===== src/hw/rtl/esc_pkg.sv =====
// esc_pkg: types and helpers shared by the compensation datapath
// no dependencies
package esc_pkg;

  localparam int unsigned WordW = 32;
  localparam int unsigned CfgW  = 64;
  localparam int unsigned IdxW  = 3;

  typedef enum logic [IdxW-1:0] {
    REG_TEMP    = 3'd0,
    REG_PRESS_A = 3'd1,
    REG_PRESS_B = 3'd2,
    REG_PRESS_C = 3'd3,
    REG_HUM     = 3'd4
  } reg_idx_e;

  typedef logic [WordW-1:0] word_t;

  // pressure division request carried down the divider pipe
  typedef struct packed {
    logic  valid;
    logic  big;   // dividend was >= 2^31: divide then double
    logic  dz;
    word_t num;
    word_t den;
  } div_req_t;

  // 32-bit wrapping multiply
  function automatic word_t mul32(word_t a, word_t b);
    logic [63:0] p;
    p = {32'd0, a} * {32'd0, b};
    return p[31:0];
  endfunction

  function automatic word_t asr(word_t x, int unsigned n);
    return word_t'($signed(x) >>> n);
  endfunction

endpackage


===== src/hw/rtl/esc_divider.sv =====
// esc_divider: pipelined unsigned 32/32 restoring divider, four bits per stage
// depends on esc_pkg
module esc_divider import esc_pkg::*; (
  input  logic     clk_i,
  input  logic     rst_ni,
  input  logic     adv_i,
  input  div_req_t req_i,
  output logic     valid_o,
  output logic     dz_o,
  output word_t    quot_o,
  output logic     big_o
);
  localparam int unsigned Stages = 8;
  localparam int unsigned Step   = WordW / Stages;

  logic [Stages:1]  vld_q;
  logic [Stages:1]  big_q;
  logic [Stages:1]  dz_q;
  word_t            num_q [1:Stages];
  word_t            den_q [1:Stages];
  logic [WordW:0]   rem_q [1:Stages];

  for (genvar s = 0; s < Stages; s++) begin : g_stage
    logic           vld_in, big_in, dz_in;
    word_t          num_in, den_in;
    logic [WordW:0] rem_in;
    logic [WordW:0] rem_d;
    word_t          num_d;
    if (s == 0) begin : g_head
      assign vld_in = req_i.valid;
      assign big_in = req_i.big;
      assign dz_in  = req_i.dz;
      assign num_in = req_i.num;
      assign den_in = req_i.den;
      assign rem_in = '0;
    end else begin : g_body
      assign vld_in = vld_q[s];
      assign big_in = big_q[s];
      assign dz_in  = dz_q[s];
      assign num_in = num_q[s];
      assign den_in = den_q[s];
      assign rem_in = rem_q[s];
    end
    always_comb begin
      rem_d = rem_in;
      num_d = num_in;
      for (int k = 0; k < Step; k++) begin
        rem_d = {rem_d[WordW-1:0], num_d[WordW-1]};
        num_d = {num_d[WordW-2:0], 1'b0};
        if (rem_d >= {1'b0, den_in}) begin
          rem_d = rem_d - {1'b0, den_in};
          num_d[0] = 1'b1;
        end
      end
    end
    always_ff @(posedge clk_i or negedge rst_ni) begin
      if (!rst_ni) begin
        vld_q[s+1] <= 1'b0;
      end else if (adv_i) begin
        vld_q[s+1] <= vld_in;
      end
    end
    always_ff @(posedge clk_i) begin
      if (adv_i) begin
        big_q[s+1] <= big_in;
        dz_q[s+1]  <= dz_in;
        num_q[s+1] <= num_d;
        den_q[s+1] <= den_in;
        rem_q[s+1] <= rem_d;
      end
    end
  end

  assign valid_o = vld_q[Stages];
  assign dz_o    = dz_q[Stages];
  assign quot_o  = num_q[Stages];
  assign big_o   = big_q[Stages];
endmodule


===== config.mk =====
export PLATFORM = sky130hd
export DESIGN_NAME = esc_divider
export DESIGN_NICKNAME = d
export VERILOG_FILES = /design/src/hw/rtl/esc_pkg.sv /design/src/hw/rtl/esc_divider.sv
export SDC_FILE = /design/constraint.sdc
export NUM_CORES = 2
export LEC_CHECK = 0
export BUFFER_PORTS_ARGS = -buffer_cell sky130_fd_sc_hd__buf_2
export CORE_MARGIN = 2
export CORE_UTILIZATION = 42
export DETAILED_ROUTE_END_ITERATION = 7
export GPL_TIMING_DRIVEN = 0
export PLACE_DENSITY = 0.61
export SYNTH_ARGS = -nofsm -noshare
export SYNTH_HDL_FRONTEND = slang
export SYNTH_SLANG_ARGS = --single-unit

===== constraint.sdc =====
create_clock -name clk_i -period 14.9 [get_ports clk_i]
set_clock_uncertainty 0.1 [all_clocks]
set_input_delay 2.98 -clock clk_i [delete_from_list [all_inputs] [get_ports clk_i]]
set_output_delay 2.98 -clock clk_i [all_outputs]
set_load 0.05 [all_outputs]

# Word-level counts from Yosys, hierarchy flattened
# Memory sizes are Yosys's and may differ from the RTL's.
# Index checks and enable logic that the tools add are counted.
[classes] addsub=32 magnitude_cmp=32 mux=66
[op_table] cell="33-bit by 32-bit greater-or-equal comparator with 1-bit output" count=31
[op_table] cell="32-bit two-way mux" count=24
[op_table] cell="32-bit subtractor" count=23
[op_table] cell="33-bit two-way mux" count=8
[op_table] cell="33-bit by 32-bit subtractor with 33-bit output" count=8
[op_table] cell="1-bit two-way mux" count=34
[op_table] cell="1-bit by 32-bit greater-or-equal comparator with 1-bit output" count=1
[op_table] cell="1-bit by 32-bit subtractor with 32-bit output" count=1
[totals] reg_bits=24 mem_bits_rw=776 out_inout_bits=35 wordCells=157 mem_count=3
[mem_list] name="rem_q" depth=8 word_bits=33 rd=7 rd_clocked_by_memory_dff=0 wr=8 line_no="esc_divider.sv:21" rtl="logic [WordW:0] rem_q [1:Stages];"
[mem_list] name="den_q" depth=8 word_bits=32 rd=7 rd_clocked_by_memory_dff=0 wr=8 line_no="esc_divider.sv:20" rtl="word_t den_q [1:Stages];"
[mem_list] name="num_q" depth=8 word_bits=32 rd=8 rd_clocked_by_memory_dff=0 wr=8 line_no="esc_divider.sv:19" rtl="word_t num_q [1:Stages];"

# Logic depth before layout (Yosys ltp)
# An unclocked memory read counts as a cell.
[logic_depth] depth_word=9 depth_mapped=63

# Least setup slack after synthesis
# Ideal clock, no wire load.
[synth_timing] kind="register -> register" startpoint="reg den_q[0][161] (netlist name)" endpoint="reg rem_q[0][222] (netlist name)" setup_time_ps=260 arrival_ps=13038 t_required_ps=14540 setup_slack_ps=1502 stages_incl_launch_ff=57 n_path_buf=7 period_less_slack_ps=13398 path_cell_list="edfxtp_1 > inv_1 > ha_1 > nor2b_1 > o31a_1 > o31ai_1 > o211ai_1 > a211oi_1 > nor3_1 > or2_2 > a2bb2oi_1 > clkbuf_1 > mux2_2 > ha_1 > a21o_1 > a21o_1 > a21o_1 > a2111oi_0 > [21 not listed] > clkbuf_1 > clkbuf_1 > nand2_1 > o21ai_0 > ha_1 > a21o_1 > a221o_1 > a211oi_1 > o21ai_0 > o31a_1 > nand2_1 > o211ai_1 > a221oi_1 > o2111ai_1 > o21a_1 > a211oi_2 > buf_2 > mux2_2"

==> flow_summary.ini <==
[sta]
report.final.slew_viol_count = 0
whs_ns = 0.307
final_hold_viol_count = 0
fin_crit_ns = 14.53
worst_slew_pin_slew_ns = 1.07
relSlewSlack = 0.276
setup_viol = 0
period_share = 0.975
fin_setup_tns_ns = 0
max_freq_mhz = 68.8

[critical_path]
critical_path_arrival_ns = 14.92
critical_path_class = reg -> reg
crit_path_max_incr_delay_ns = 0.50
slowest_stage = or4_1
crit_path_max_fanout = 10
crit_path_frequent_cell = o31a_1
end_kind = flop
cp-start-kind = flop
required_ns = 15.29

[layout]
fillCellCount = 18300
drive_above_1_share = 0.117
area_growth_pct = 10.4
nNetsFinal = 10400

[floorplan]
initial_core_util = 0.423
rows = 160
die-height_um = 442
pin_count = 105
die_x_um = 442
coreArea_um2 = 191000
die_area_um2 = 196000

[placed_design]
place_hpwl_mm = 217
io_buffers = 104
place_congestion = 0.973

[yosys]
synth_xor_xnor_area_share = 0.0855
synth-seq-area-share = 0.271
synthSimpleGateAreaFrac = 0.137
ys_warn_count = 0
synthMuxAreaShare = 0.0768
async_reset_ff_frac = 0.0110
syn_inst = 9058
synth_seq_cells = 728
synth_top_family_by_area = compound AO/OA/AOI/OAI gates
synthTopCellsByArea = edfxtp_1 27%, ha_1 15%, mux2_2 6.5%, xnor2_1 5.9%, a21oi_1 5.5%
synth_top_area_share = 0.268
syn_area_per_cell_um2 = 8.90
synth_cell_types = 100
synth_top_area_cell = edfxtp_1
synth_fa_ha_area_frac = 0.162
synth_edf_count = 720
synth_flop_cell = edfxtp_1
synth_compound_area_frac = 0.231
synth_area_um2 = 80700
syn_nets = 10200

[global_routing]
grtUsageTotal = 0.261
antenna_found_initial = 8
grt_pass1_wl_mm = 400
grt_pass1_vias = 68300
grt-ovfl-total = 0
grt_max_degree = 129

[route]
wl_mm = 265
drtIter0Drc = 6028
wl_per_cell_um = 22.3
viasPerCell = 5.98
drc = 0
vias = 71200
ant_nets = 0
detail_route.first_pass.iterations = 6

[clock_tree]
clockBufferDepth = 3
clk_latency_ns = 0.76
cts.reportedPaths.clkPinSlew_ns = 0.06
cts_max_level = 3
cts_made_buffers = 89
clkSinkCount = 728
hold_buffers = 0
clockRootBuffer = clkbuf_16
cts_tree = built

[flow_run]
maxCapViolCount = 0

[status]
status = finished clean

[worst_hold_path]
hp-class = reg -> reg
through the flow:
stage	instances	setup WS, ns	cell area (um^2)	utilization
global route	11900	-0.0251	89000	0.467
finish	11900	0.368	89000	0.467
CTS	11900	0.00228	88300	0.463
floorplan	9058	1.50	80700	-
global placement	11700	-2.89	84300	0.442
detailed placement	11700	-3.13	84500	0.443
layout make-up:
cell class,instances,area (um^2),area share
Multi-Input combinational cell,7539,56700,0.637
Sequential cell,728,21800,0.245
Tap cell,2511,3140,0.0353
Inverter,599,2280,0.0256
Clock buffer,93,2240,0.0252
Timing Repair Buffer,156,1050,0.0118
Buffer,184,973,0.0109
Clock inverter,73,823,0.00925
Antenna cell,7,17.5,0.000197
worst max-delay path: cells and delay by family (launching register included):
kind / cells / cell delay, ns
fa+ha+maj: 4 / 1.24
simple gates: 12 / 2.28
mux: 2 / 0.79
compound gates: 27 / 7.00
buf+inv: 10 / 2.42
flops: 1 / 0.39
what timing repair did:
item | 4_1_cts | 5_1_grt
gates cloned | 0 | 0
pin swaps | 10 | 20
resized for setup | 203 | 197
endpoints found under the setup margin | 232 | 232
setup buffers | 19 | 27
worst paths after layout:
path | cells after the start | slack, ns | start | endpoint
min in group asynchronous | 1 | 1.98 | rst_ni | g_stage[5].vld_in
worst min register to register | 0 | 0.31 | num_q[0][88] | num_q[0][124]
worst min-delay path | 0 | 0.31 | num_q[0][88] | num_q[0][124]
max in group asynchronous | 1 | 12.55 | rst_ni | g_stage[4].vld_in
worst max register to register | 55 | 0.37 | den_q[0][132] | rem_q[0][179]
worst max-delay path | 55 | 0.37 | den_q[0][132] | rem_q[0][179]
routing by layer:
metal / routed length [um] / up-vias / track usage
li1: - / 34600 / -
met1: 115000 / 34000 / 0.341
met2: 125000 / 2114 / 0.441
met3: 14600 / 452 / 0.0308
met4: 10900 / 2 / 0.0987
met5: 13 / - / 0
registers in the layout, summed over array words and instances (netlist names):
register        cells
num_q             256
den_q             224
rem_q             224
g_stage.big_in      7
g_stage.dz_in       7
g_stage.vld_in      7
big_o               1
dz_o                1
valid_o             1
layout by cell type, fill, tap and decap left out, types with 450 or more instances in the layout:
cell / Yosys / layout
nor2_1: 586 / 584
o21ai_0: 557 / 522
mux2_2: 466 / 465
inv_1: 590 / 577
nand2_1: 574 / 573
a21o_1: 451 / 450
edfxtp_1: 720 / 720
a21oi_1: 881 / 858
ha_1: 994 / 991
xnor2_1: 543 / 543
kinds of logic (layout without fill, tap and decap cells):
logic type	count (synthesis)	after routing
mux	560	560
buf+inv	791	1105
fa+ha+maj	1024	1024
other cells	0	7
flops	728	728
xor+xnor	787	787
compound gates	2893	2893
simple gates	2275	2275
cells in the mapped netlist (all sizes together), types with 73 or more instances:
master  instances
a211oi         87
a21o          451
a21oi         882
a31oi          73
and3           92
clkbuf        144
edfxtp        720
ha            994
inv           599
mux2          467
mux2i          93
nand2         575
nand2b        127
nand3         168
nand4         133
nor2          587
nor2b         110
nor3          182
nor4           75
o21a          144
o21ai         564
o21bai        143
xnor2         543
xor2          244
Power is left out: the tool's default activity adds up to more than one toggle a clock period on the data nets, which glitch-free logic cannot reach.
